[src/hdl/qds_pkg.sv]
package qds_pkg;

    // request store depth and core pool size
    localparam int MAX_REQUESTS = 256;
    localparam int MAX_CORES    = 16;

    typedef enum logic [1:0] {
        CMD_ARRIVAL = 2'd0,
        CMD_SLICE   = 2'd1,
        CMD_TIMEOUT = 2'd2,
        CMD_NONE    = 2'd3
    } t_cmd;

    typedef enum logic [2:0] {
        KIND_DISPATCH  = 3'd0,
        KIND_TIMEOUT   = 3'd1,
        KIND_DROPPED   = 3'd2,
        KIND_COMPLETED = 3'd3,
        KIND_PREEMPTED = 3'd4
    } t_kind;

    localparam logic [2:0] REG_MODE    = 3'd0;
    localparam logic [2:0] REG_QLIMIT  = 3'd1;
    localparam logic [2:0] REG_CORES   = 3'd2;
    localparam logic [2:0] REG_QUANTUM = 3'd3;
    localparam logic [2:0] REG_SWITCH  = 3'd4;
    localparam logic [2:0] REG_TIMEOUT = 3'd5;
    localparam logic [2:0] REG_WARMUP  = 3'd6;

    typedef struct packed {
        logic [1:0]  cmd;
        logic [47:0] now;
        logic [7:0]  request_id;
        logic [3:0]  core_index;
        logic [31:0] service_time;
    } t_in_item;

    typedef struct packed {
        logic [2:0]  kind;
        logic [3:0]  core_slot;
        logic [7:0]  request_num;
        logic [47:0] event_time;
        logic [31:0] slice_length;
        logic [47:0] response_time;
        logic        late;
        logic        counted;
        logic [31:0] good_count;
        logic [31:0] bad_count;
        logic [31:0] drop_count;
        logic        last;
    } t_out_item;

    typedef enum logic [3:0] {
        ST_IDLE,
        ST_READ,
        ST_EVAL,
        ST_EMIT1,
        ST_DISP_CHK,
        ST_DIV,
        ST_DISP_RD,
        ST_DISP_WAIT,
        ST_MUL,
        ST_EMIT2
    } t_state;

    // controller -> datapath
    typedef struct packed {
        logic load_in;
        logic read_req;
        logic eval;
        logic emit1;
        logic disp_chk;
        logic div_start;
        logic disp_rd;
        logic disp_upd;
        logic mul;
        logic emit2;
    } t_ctrl;

    // datapath -> controller
    typedef struct packed {
        logic has_first;
        logic go_dispatch;
        logic can_dispatch;
        logic div_done;
        logic out_busy;
    } t_stat;

endpackage

[src/hdl/qds_ctrl.sv]
module qds_ctrl (
    input  logic          i_clk,
    input  logic          i_rst_n,
    input  logic          i_in_valid,
    input  qds_pkg::t_stat i_stat,
    output logic          o_in_ready,
    output qds_pkg::t_ctrl o_ctrl
);
    import qds_pkg::*;

    t_state r_state, n_state;

    // state register
    always_ff @(posedge i_clk) begin
        if (!i_rst_n) r_state <= ST_IDLE;
        else          r_state <= n_state;
    end

    // next state
    always_comb begin
        n_state = r_state;
        unique case (r_state)
            ST_IDLE:      if (i_in_valid) n_state = ST_READ;
            ST_READ:      n_state = ST_EVAL;
            ST_EVAL: begin
                if (i_stat.has_first)        n_state = ST_EMIT1;
                else                         n_state = ST_IDLE;
            end
            ST_EMIT1: begin
                if (!i_stat.out_busy) begin
                    if (i_stat.go_dispatch) n_state = ST_DISP_CHK;
                    else                    n_state = ST_IDLE;
                end
            end
            ST_DISP_CHK:  n_state = i_stat.can_dispatch ? ST_DIV : ST_IDLE;
            ST_DIV:       if (i_stat.div_done) n_state = ST_DISP_RD;
            ST_DISP_RD:   n_state = ST_DISP_WAIT;
            ST_DISP_WAIT: n_state = ST_MUL;
            ST_MUL:       n_state = ST_EMIT2;
            ST_EMIT2:     if (!i_stat.out_busy) n_state = ST_IDLE;
            default:      n_state = ST_IDLE;
        endcase
    end

    // outputs
    always_comb begin
        o_ctrl     = '0;
        o_in_ready = 1'b0;
        unique case (r_state)
            ST_IDLE: begin
                o_in_ready     = 1'b1;
                o_ctrl.load_in = i_in_valid;
            end
            ST_READ:      o_ctrl.read_req = 1'b1;
            ST_EVAL:      o_ctrl.eval = 1'b1;
            ST_EMIT1:     o_ctrl.emit1 = !i_stat.out_busy;
            ST_DISP_CHK:  o_ctrl.disp_chk = 1'b1;
            ST_DIV:       o_ctrl.div_start = 1'b1;
            ST_DISP_RD:   o_ctrl.disp_rd = 1'b1;
            ST_DISP_WAIT: o_ctrl.disp_upd = 1'b1;
            ST_MUL:       o_ctrl.mul = 1'b1;
            ST_EMIT2:     o_ctrl.emit2 = !i_stat.out_busy;
            default:      o_ctrl = '0;
        endcase
    end
endmodule

[config.mk]
export PLATFORM = sky130hd
export DESIGN_NAME = qds_ctrl
export DESIGN_NICKNAME = d
export VERILOG_FILES = /design/src/hdl/qds_pkg.sv /design/src/hdl/qds_ctrl.sv
export SDC_FILE = /design/constraint.sdc
export NUM_CORES = 1
export LEC_CHECK = 0
export BUFFER_PORTS_ARGS = -buffer_cell sky130_fd_sc_hd__buf_2
export CAP_MARGIN = 20
export CORE_AREA = 4 4 41 43
export DETAILED_ROUTE_END_ITERATION = 8
export DIE_AREA = 0 0 45 47
export PLACE_DENSITY = 0.65
export RECOVER_POWER = 100
export SLEW_MARGIN = 20
export SYNTH_ARGS = -nofsm -noshare
export SYNTH_HDL_FRONTEND = slang
export SYNTH_SLANG_ARGS = --single-unit
[constraint.sdc]
create_clock -name i_clk -period 1.7 [get_ports i_clk]
set_input_delay 0.425 -clock i_clk [delete_from_list [all_inputs] [get_ports i_clk]]
set_output_delay 0.425 -clock i_clk [all_outputs]
set_load 0.02 [all_outputs]
### After elaboration in Yosys (flattened, before gate mapping)

Index checks and enable logic that the tools add are counted.

| operators by class | value |
|---|---|
| mux-type cells | 19 |
| equal/unequal tests | 13 |
| reductions and logical operators | 3 |

Operators with widths:

| kind | count |
|---|---|
| $pmux W4 S10 | 1 |
| $eq A4 B3 Y1 const B | 4 |
| $mux W4 | 4 |
| $mux W1 | 11 |
| $eq A4 B2 Y1 const B | 2 |
| $eq A4 B4 Y1 const B | 2 |
| $ne A2 B2 Y1 const B | 4 |
| $mux W3 | 2 |
| $eq A4 B1 Y1 const B | 1 |
| $logic_not A4 Y1 | 1 |
| $reduce_and A4 Y1 | 1 |
| $mux W2 | 1 |
| $logic_not A1 Y1 | 1 |

| storage, ports and cells | value |
|---|---|
| output and inout bits | 11 |
| input bits | 8 |
| flip-flop bits (word level) | 4 |
| logic and storage cells | 36 |

### Logic depth before layout (Yosys ltp)

Gate-level depths: netlist (run 1).

| depth | value |
|---|---|
| depth in word-level cells | 3 |
| depth in mapped cells | 5 |
| mapped depth without buffers | 4 |

### Worst setup path after synthesis (run 1)

Ideal clock, no wire load.

| path | value |
|---|---|
| path type | register -> output |
| from | register r_state[0] |
| to | output o_ctrl[9] in the netlist's numbering |
| required time | 1.275 ns |
| path buffers | 1 |
| stages on the path, launching flop included | 4 |
| arrival time | 1.650 ns |
| slack | -0.375 ns |
| path through | dfxtp_1 clkbuf_1 nor4_1 and2_1 |

RTL lines:

| what | line | text |
|---|---|---|
| start: declaration | qds_ctrl.sv:11 | `t_state r_state, n_state;` |
| start signal: assignment | qds_ctrl.sv:16 | `else r_state <= n_state;` |
| end: declaration | qds_ctrl.sv:7 | `output qds_pkg::t_ctrl o_ctrl` |

==> metrics, run 1 <==
run status=finished clean; Final HPWL DP=around 850 um; Clock Sinks=4; critical path cell sequence=buf_4, nor2_2, nand2_1, nor2_1, clkbuf_2; Final Slew Violations=0; LEAKAGE=0.000260 uW; worst stage delay on the critical path=0.35 ns; Largest Register=r_state; length in cells of the worst reg-to-reg path=5; Tmin final=roughly 1.7 ns; I/O pins=19; crit path launch type=flop; ys flop type=dfxtp_1; Die Wd=45 um; crit path launch=r_state[2]; H-tree level count=1; skew final=0.00145 ns; final estimated routing congestion in global placement=0.776; Seq/Total Area, Yosys=0.215; Slew @ Worst Pin=0.283 ns; Largest register FFs=4; cell count after synthesis=53; initial antenna violation count=0; Synth area leaders=dfxtp_1 22%, nor3_1 8.1%, nor2_1 8.1%, o21ai_0 5.4%, nand2_1 5.1%; Buf+Inv Stages, Crit Path=2; routed vias=467; power per cell area=between 900 and 1000 mW/mm^2; flop-to-flop setup slack=0.24 ns; placed cells=86; Worst-Skew Late Latency=about 0.24 ns; cts hold-fix bufs=0; initial core utilization=0.286; Max FO, Critical Path=7; drt wl/cell=12.9 um; CTS tree=built; RSZ-0062 raised after global routing=false; commonest non-fill, non-tap cell in the layout=buf_2; DIE HEIGHT=between 40 and 50 um; synth unique cells=28; core box area=about 0.0013 sq mm; first-pass GRT wire length=between 1500 and 2000 um; final setup violation count=0; period utilization=0.973; worst hold margin=0.400 ns; die area=0.00212 sq mm; delay-heaviest family, CP=flip-flops; buffers added on ports=18; slew margin rel.=0.811; crit path DAT=1.23 ns; nets@finish=84; Clock Path Buffers=2; WS Path Type=reg2out; grt total ovfl=0; clock-pin transition on the worst setup and hold timing paths=around 0.040 ns; peak supply drop=0.467 mV; All-Layer GR Usage=0.108; WP data required=between 1 and 1.5 ns; top cell type's share of synthesized area=0.215; number of DRC markers in iteration 0=5; clock root cell=clkbuf_4; largest net degree at the start of global routing=12; Async SR Flop Fraction=0; setup bufs post-CTS=0; total CTS buffers=3; Routed Antenna Nets=0; Setup crit end=o_ctrl[1]; most frequent cells in the layout=12 x buf_2, 7 x nor2_1, 5 x nand2_1, 5 x nor3_1, 5 x buf_4; syn_nets=61; max_cap viols=0; crit path capture type=output port; layout cells sized above 1=0.459; drt first pass iters=4; FMAX=0.605 GHz; Setup TNS=0 ns; Critical-path top delay cell=dfxtp_4; CP Depth=5; Syn Std Cell Area=between 300 and 400 sq um; r2r endpoint=r_state[1]; Fill cells=144; worst min path class=in2reg; count of inserted antenna diode cells=0; vias in the first global route=407; number of enable flip-flop cells after synthesis=0; worst r2r src=r_state[0]; row count=13; Seq cells post-synth=4; cell taking the most area after synthesis=dfxtp_1; Synth warnings=0; DR vias/cell=5.25; Final Hold Viols=0; synthesis-to-layout area growth=47.8%; DRC=0; Top Registers=r_state (4); mean post-synth cell area=roughly 7 sq um; Detailed Route WL=between 1000 and 1500 um; Final Non-Filler Cells=89
-- worst min-delay path by stage --
stage / from / to / slack [ns] / cells past startpoint
floorplan: i_stat[1] / r_state[2] / 0.54 / 1
global placement: r_state[1] / r_state[2] / 0.62 / 2
detailed placement: r_state[1] / r_state[2] / 0.62 / 2
CTS: i_stat[1] / r_state[2] / 0.40 / 2
global route: i_stat[1] / r_state[2] / 0.41 / 2
finish: i_stat[1] / r_state[2] / 0.40 / 2
-- logic make-up (layout without fill, tap and decap cells) --
logic type / Yosys count / count (layout) / share of synthesized area
and+or+nand+nor: 30 / 30 / 0.441
xor gates and xnor gates: 1 / 1 / 0.0236
DFF: 4 / 4 / 0.215
buffers and inverters: 6 / 27 / 0.0943
muxes: 2 / 2 / 0.0572
AOI/OAI and AO/OA: 10 / 10 / 0.168
-- layer usage --
metal | vias up | track usage | routed length, um
li1 | 232 | - | -
met1 | 213 | 0.125 | 476
met2 | 20 | 0.192 | 572
met3 | 2 | 0.0307 | 90
met4 | 0 | 0.0351 | 8
met5 | - | 0 | 0
-- worst reg2reg max path, delay by kind of cell, from the launching register on --
kind | cells | cell delay [ns]
simple gates | 2 | 0.37
compound gates | 2 | 0.40
buf+inv | 1 | 0.21
flops | 1 | 0.37
-- report_power, final --
group	total, uW	internal (uW)	switching (uW)	leakage (uW)
Sequential	130	107	23.1	0.0000335
Clock	123	79.3	43.2	0.0000138
Combinational	287	125	162	0.000212
Total	540	311	228	0.000260
-- stage by stage --
step                area [sq um]  power (uW)   util  setup WS (ns)
finish                       549         540  0.422         0.0462
CTS                          524         521  0.403        0.00785
detailed placement           498         394  0.383          0.175
global route                 549         568  0.422        0.00359
global placement             498         393  0.383          0.223
floorplan                    387         321      -        0.00248
-- cells in the mapped netlist (2+ instances only) --
cell type / number
dfxtp_1: 4
nand4b_1: 2
o21ai_0: 4
nor3_1: 6
inv_1: 2
nor2_1: 8
nand2_1: 5
o32ai_1: 2
-- timing repair --
| item | 4_1_cts | 5_1_grt |
|---|---|---|
| gates resized for setup | 2 | 9 |
| pin swaps | 0 | 0 |
| endpoints found under the setup margin | 2 | 6 |
| cloned | 0 | 0 |
-- cell type report --
type | instances | area (sq um) | area share
inverters | 2 | 7.51 | 0.0137
flip-flops and latches | 4 | 83.8 | 0.153
repair buffers | 22 | 129 | 0.235
clock buffers | 3 | 22.5 | 0.0410
multi-input cells | 43 | 288 | 0.524
well taps | 15 | 18.8 | 0.0342
Power figures use the tool's default switching activity.
==> run 2, diff against run 1 <==
--- a/config.mk
+++ b/config.mk
@@ -7,10 +7,12 @@
 export LEC_CHECK = 0
 export BUFFER_PORTS_ARGS = -buffer_cell sky130_fd_sc_hd__buf_2
 export CAP_MARGIN = 20
-export CORE_AREA = 4 4 41 43
+export CELL_PAD_IN_SITES_DETAIL_PLACEMENT = 1
+export CELL_PAD_IN_SITES_GLOBAL_PLACEMENT = 1
+export CORE_AREA = 4 4 43 45
 export DETAILED_ROUTE_END_ITERATION = 8
-export DIE_AREA = 0 0 45 47
-export PLACE_DENSITY = 0.65
+export DIE_AREA = 0 0 47 49
+export PLACE_DENSITY = 0.79
 export RECOVER_POWER = 100
 export SLEW_MARGIN = 20
 export SYNTH_ARGS = -nofsm -noshare
==> metrics, run 2 (synthesis gave the netlist of run 1 again) <==
DIE HEIGHT=49 um (+4.3%); final worst slack=0.0642 ns (+0.0180 ns); cts hold-fix bufs=0 (unchanged); initial core utilization=0.253 (-0.0330); clock root cell=clkbuf_4; placed cells=87 (+1.2%); layout cells sized above 1=0.558 (+0.0990); LEAKAGE=0.000290 uW (+12%); total CTS buffers=3 (unchanged); number of DRC markers in iteration 0=3 (-2); peak supply drop=0.320 mV (-32%); power per cell area=930 mW/mm^2 (-5.4%); H-tree level count=1 (unchanged); skew final=0.00747 ns (+0.00602 ns); initial antenna violation count=0 (unchanged); Setup crit end=o_ctrl[4]; Top Registers=r_state (4); crit path launch type=flop; vias in the first global route=439 (+7.9%); Final Non-Filler Cells=93 (+4.5%); DR vias/cell=5.11 (-2.7%); FMAX=0.611 GHz (+1.1%); DRC=0 (unchanged); Max FO, Critical Path=5 (-2); Clock Sinks=4 (unchanged); max_cap viols=0 (unchanged); r2r endpoint=r_state[0]; final estimated routing congestion in global placement=0.741 (-4.5%); worst min path class=in2reg; run status=finished clean; drt first pass iters=2 (-2); post-layout instance area=609 sq um (+11%); largest net degree at the start of global routing=13 (+1); commonest non-fill, non-tap cell in the layout=buf_2; Critical-path top delay cell=dfxtp_4; most frequent cells in the layout=13 x buf_2, 9 x buf_4, 7 x nor2_1, 5 x nand2_1, 4 x o21ai_0; count of inserted antenna diode cells=0 (unchanged); Slew @ Worst Pin=0.222 ns (-0.0605 ns); routed vias=475 (+1.7%); All-Layer GR Usage=0.113 (+0.00517); Largest register FFs=4 (unchanged); Final Hold Viols=0 (unchanged); Tmin final=1.64 ns (-0.0180 ns); CP Depth=3 (-2); grt total ovfl=0 (unchanged); Buf+Inv Stages, Crit Path=1 (-1); synthesis-to-layout area growth=64.0%; crit path capture type=output port; clock-pin transition on the worst setup and hold timing paths=0.04 ns (about the same); length in cells of the worst reg-to-reg path=6 (+1); WP data required=1.27 ns (about the same); WS Path Type=reg2out; Detailed Route WL=1250 um (+8.8%); Total Power=566 uW (+4.9%); nets@finish=87 (+3.6%); flop-to-flop setup slack=0.26 ns (+0.02 ns); buffers added on ports=18 (unchanged); core box area=0.00147 sq mm (+13%); Clock Path Buffers=2 (unchanged); Final HPWL DP=971 um (+14%); crit path DAT=1.21 ns (-0.02 ns); Setup TNS=0 ns (unchanged); Die Wd=47 um (+4.4%); Largest Register=r_state; drt wl/cell=13.4 um (+4.1%); die area=0.00230 sq mm (+8.9%); critical path cell sequence=or2b_2, nor2_1, buf_4; Worst Hold Launch=i_stat[1]; Final Slew Violations=0 (unchanged); Fill cells=204 (+42%); period utilization=0.962 (-0.0106); Worst-Skew Late Latency=0.24 ns (about the same); crit path launch=r_state[2]; delay-heaviest family, CP=simple AND/OR/NAND/NOR gates; I/O pins=19 (unchanged); slew margin rel.=0.850 (+0.0393); worst stage delay on the critical path=0.35 ns (about the same); CTS tree=built; Routed Antenna Nets=0 (unchanged); first-pass GRT wire length=1920 um (+12%); row count=14 (+1); Placement Cell Area=499 sq um (+0.25%); Post-Place Worst Slack=0.175 ns (-0.000299 ns); worst r2r src=r_state[2]; final setup violation count=0 (unchanged)
run 2: cell count changes in the layout (fill, tap and decap cells not counted), moves of 2 or more:
| cell | change |
|---|---|
| nor3_1 | -2 |
| nor3_2 | +2 |
| clkbuf_2 | -4 |
| buf_6 | +2 |
| dfxtp_1 | -3 |
| buf_4 | +4 |
| dfxtp_2 | +2 |
run 2: layer usage:
layer  track usage  vias to the layer above  routed length [um]
met5             0                        -                   0
met4        0.0415                        0                  14
met3        0.0369                        2                  72
met2         0.188                       13                 659
met1         0.130                      224                 502
li1              -                      236                   -
run 2: worst min-delay path by stage:
stage | end | depth (start not counted)
after floorplan | r_state[2] | 1
after global placement | r_state[2] | 2
after detailed placement | r_state[2] | 2
after CTS | r_state[2] | 2
after global routing | r_state[2] | 2
final | r_state[2] | 2
run 2: final cells by class:
type / instances / area [sq um] / share of cell area
flip-flops and latches: 4 / 90.1 / 0.148
clock buffers: 3 / 22.5 / 0.0370
repair buffers: 25 / 166 / 0.273
well taps: 16 / 20.0 / 0.0329
multi-input cells: 43 / 303 / 0.497
inverters: 2 / 7.51 / 0.0123
run 2: worst register-to-register path, stage by stage, from the launching register on:
cell and delay, ns:
dfxtp_4 0.34, buf_6 0.13, buf_4 0.14, o21ai_2 0.10, o21ai_1 0.06, or4b_1 0.45, mux2i_1 0.14
run 2: metrics by stage:
step / utilization / hold slack, ns
4_1_cts: 0.364 / 0.409
5_1_grt: 0.414 / 0.411
3_5_place_dp: 0.339 / 0.657
2_1_floorplan: - / 0.543
3_3_place_gp: 0.339 / 0.657
6_report: 0.414 / 0.409
run 2: power by group:
group	internal (uW)	switching [uW]
logic	141	164
registers	109	29.5
clock network	79.3	43.5
total	329	237
run 2: repair_timing:
action,CTS,global route
buffers inserted,0,3
pin swaps,0,2
gates resized for setup,5,16
cloned,0,0
setup endpoints to repair,6,7
==> run 3, diff against run 2 <==
--- a/config.mk
+++ b/config.mk
@@ -12,7 +12,7 @@
 export CORE_AREA = 4 4 43 45
 export DETAILED_ROUTE_END_ITERATION = 8
 export DIE_AREA = 0 0 47 49
-export PLACE_DENSITY = 0.79
+export PLACE_DENSITY_LB_ADDON = 0.25
 export RECOVER_POWER = 100
 export SLEW_MARGIN = 20
 export SYNTH_ARGS = -nofsm -noshare
==> metrics, run 3 (synthesis gave the netlist of run 1 again) <==
run status=finished clean; Pint=321 uW (-2.3%); met1 Use GR=0.138 (+0.00819); Critical-path top delay cell=dfxtp_4; cell mode on critical path=buf_6; met2 usage=0.199 (+0.0113); initial core utilization=0.253 (unchanged); post-layout instance area=582 sq um (-4.5%); critical path cell sequence=buf_6, nor4_4, and2_4, buf_6; synthesis-to-layout area growth=56.6%; All-Layer GR Usage=0.121 (+0.00758); Buf+Inv Stages, Crit Path=2 (+1); initial antenna violation count=0 (unchanged); most frequent cells in the layout=17 x buf_2, 8 x nor2_1, 5 x nand2_1, 5 x buf_4, 4 x o21ai_0; row count=14 (unchanged); delay-heaviest family, CP=simple AND/OR/NAND/NOR gates; Largest Register=r_state; most used routing layer=met2; final estimated routing congestion in global placement=0.819 (+11%); core box area=0.00147 sq mm (unchanged); clock-pin transition on the worst setup and hold timing paths=0.04 ns (about the same); final worst slack=0.0525 ns (-0.0117 ns); Final Hold Viols=0 (unchanged); Setup TNS=0 ns (unchanged); Clock Sinks=4 (unchanged); RSZ-0062 raised after global routing=true; flop-to-flop setup slack=0.34 ns (+0.08 ns); I/O pins=19 (unchanged); placed cells=87 (unchanged); Flop pwr share=0.253 (+0.008); die area=0.00230 sq mm (unchanged); Routed Antenna Nets=0 (unchanged); total CTS buffers=3 (unchanged); routed vias=471 (-0.84%); vias in the first global route=482 (+9.8%); drt wl/cell=13.4 um (-0.29%); skew final=0.00147 ns (-0.00600 ns); Die Wd=47 um (unchanged); grt total ovfl=0 (unchanged); max_cap viols=0 (unchanged); DR vias/cell=5.12 (+0.24%); final setup violation count=0 (unchanged); Largest register FFs=4 (unchanged); Post-Place Worst Slack=0.181 ns (+0.00607 ns); WS Path Type=reg2out; Max FO, Critical Path=7 (+2); Top Registers=r_state (4); count of inserted antenna diode cells=0 (unchanged); Detailed Route WL=1230 um (-1.4%); combinational share of power=0.536 (-0.003); worst stage delay on the critical path=0.35 ns (about the same); Slew @ Worst Pin=0.252 ns (+0.0301 ns); commonest non-fill, non-tap cell in the layout=buf_2; crit path capture type=output port; largest net degree at the start of global routing=13 (unchanged); DIE HEIGHT=49 um (unchanged); peak supply drop=0.397 mV (+24%); nets@finish=86 (-1.1%); WP data required=1.27 ns (about the same); crit path DAT=1.22 ns (about the same); number of DRC markers in iteration 0=7 (+4); DRC=0 (unchanged); power per cell area=936 mW/mm^2 (+0.68%); layout cells sized above 1=0.526 (-0.0321); Psw=223 uW (-6.1%); Placement Cell Area=499 sq um (unchanged); Final Slew Violations=0 (unchanged); slew margin rel.=0.832 (-0.0188); CTS tree=built; crit path launch type=flop; worst min path class=in2reg; met3 usage=0.0554 (+0.0185); LEAKAGE=0.000284 uW (-2.0%); switching portion of total power=0.410 (-0.00958); clock root cell=clkbuf_4; Clock Path Buffers=2 (unchanged); Tmin final=1.65 ns (+0.0117 ns); Worst-Skew Late Latency=0.23 ns (about the same); Clk pwr share=0.211 (-0.006); Final HPWL DP=996 um (+2.5%); buffers added on ports=18 (unchanged); first-pass GRT wire length=2030 um (+5.7%); Layout Utilization=0.395 (-0.0187); Final Non-Filler Cells=92 (-1.1%); period utilization=0.969 (+0.00687); H-tree level count=1 (unchanged); FMAX=0.607 GHz (-0.71%); drt first pass iters=4 (+2)
==> run 3: cell count changes in the layout (fill, tap and decap cells not counted) <==
cell and delta:
nand2b_4 -1, or2b_4 +1, nor2_1 +1, buf_4 -4, nand2b_2 +1, or2b_2 -1
buf_6 -1, buf_2 +4, dfxtp_2 -1, dfxtp_1 +1, nor2_2 -1
==> run 3: repair_timing <==
action                                 4_1_cts  5_1_grt
setup endpoints to repair                    5        6
buffers inserted                             0        2
hold buffers                                 0        0
endpoints found under the hold margin        0        0
gates resized for setup                      4       11
pin swaps                                    0        2
==> run 3: routing by layer <==
metal	share of wire	vias up
li1	-	236
met1	0.42	219
met2	0.51	14
met3	0.063	2
met4	0.0049	0
met5	0	-
==> run 3: layout make-up <==
cell class | instances | area, sq um
sequential | 4 | 88.8
timing repair buffer | 24 | 145
clock buffer | 3 | 22.5
fill | 198 | 890
multi-input combinational | 43 | 298
tap | 16 | 20.0
inverter | 2 | 7.51
==> run 3: worst paths after layout <==
kind | startpoint | to | depth (start not counted)
setup reg to reg | r_state[0] | r_state[1] | 5
hold / removal | i_stat[1] | r_state[2] | 2
hold reg to reg | r_state[1] | r_state[2] | 2
setup / recovery | r_state[2] | o_ctrl[9] | 4
==> run 3: through the flow <==
| stage | hold WS (ns) | total power, uW |
|---|---|---|
| 2_1_floorplan | 0.543 | 321 |
| 3_3_place_gp | 0.661 | 395 |
| 3_5_place_dp | 0.665 | 398 |
| 4_1_cts | 0.406 | 526 |
| 5_1_grt | 0.417 | 592 |
| 6_report | 0.407 | 544 |
==> run 3: power by group through the flow <==
stage / Combinational, uW / Sequential [uW] / Clock, uW
floorplan: 198 / 123 / 0
global placement: 261 / 134 / 0
detailed placement: 263 / 135 / 0
CTS: 268 / 135 / 123
global route: 321 / 141 / 130
finish: 292 / 138 / 115
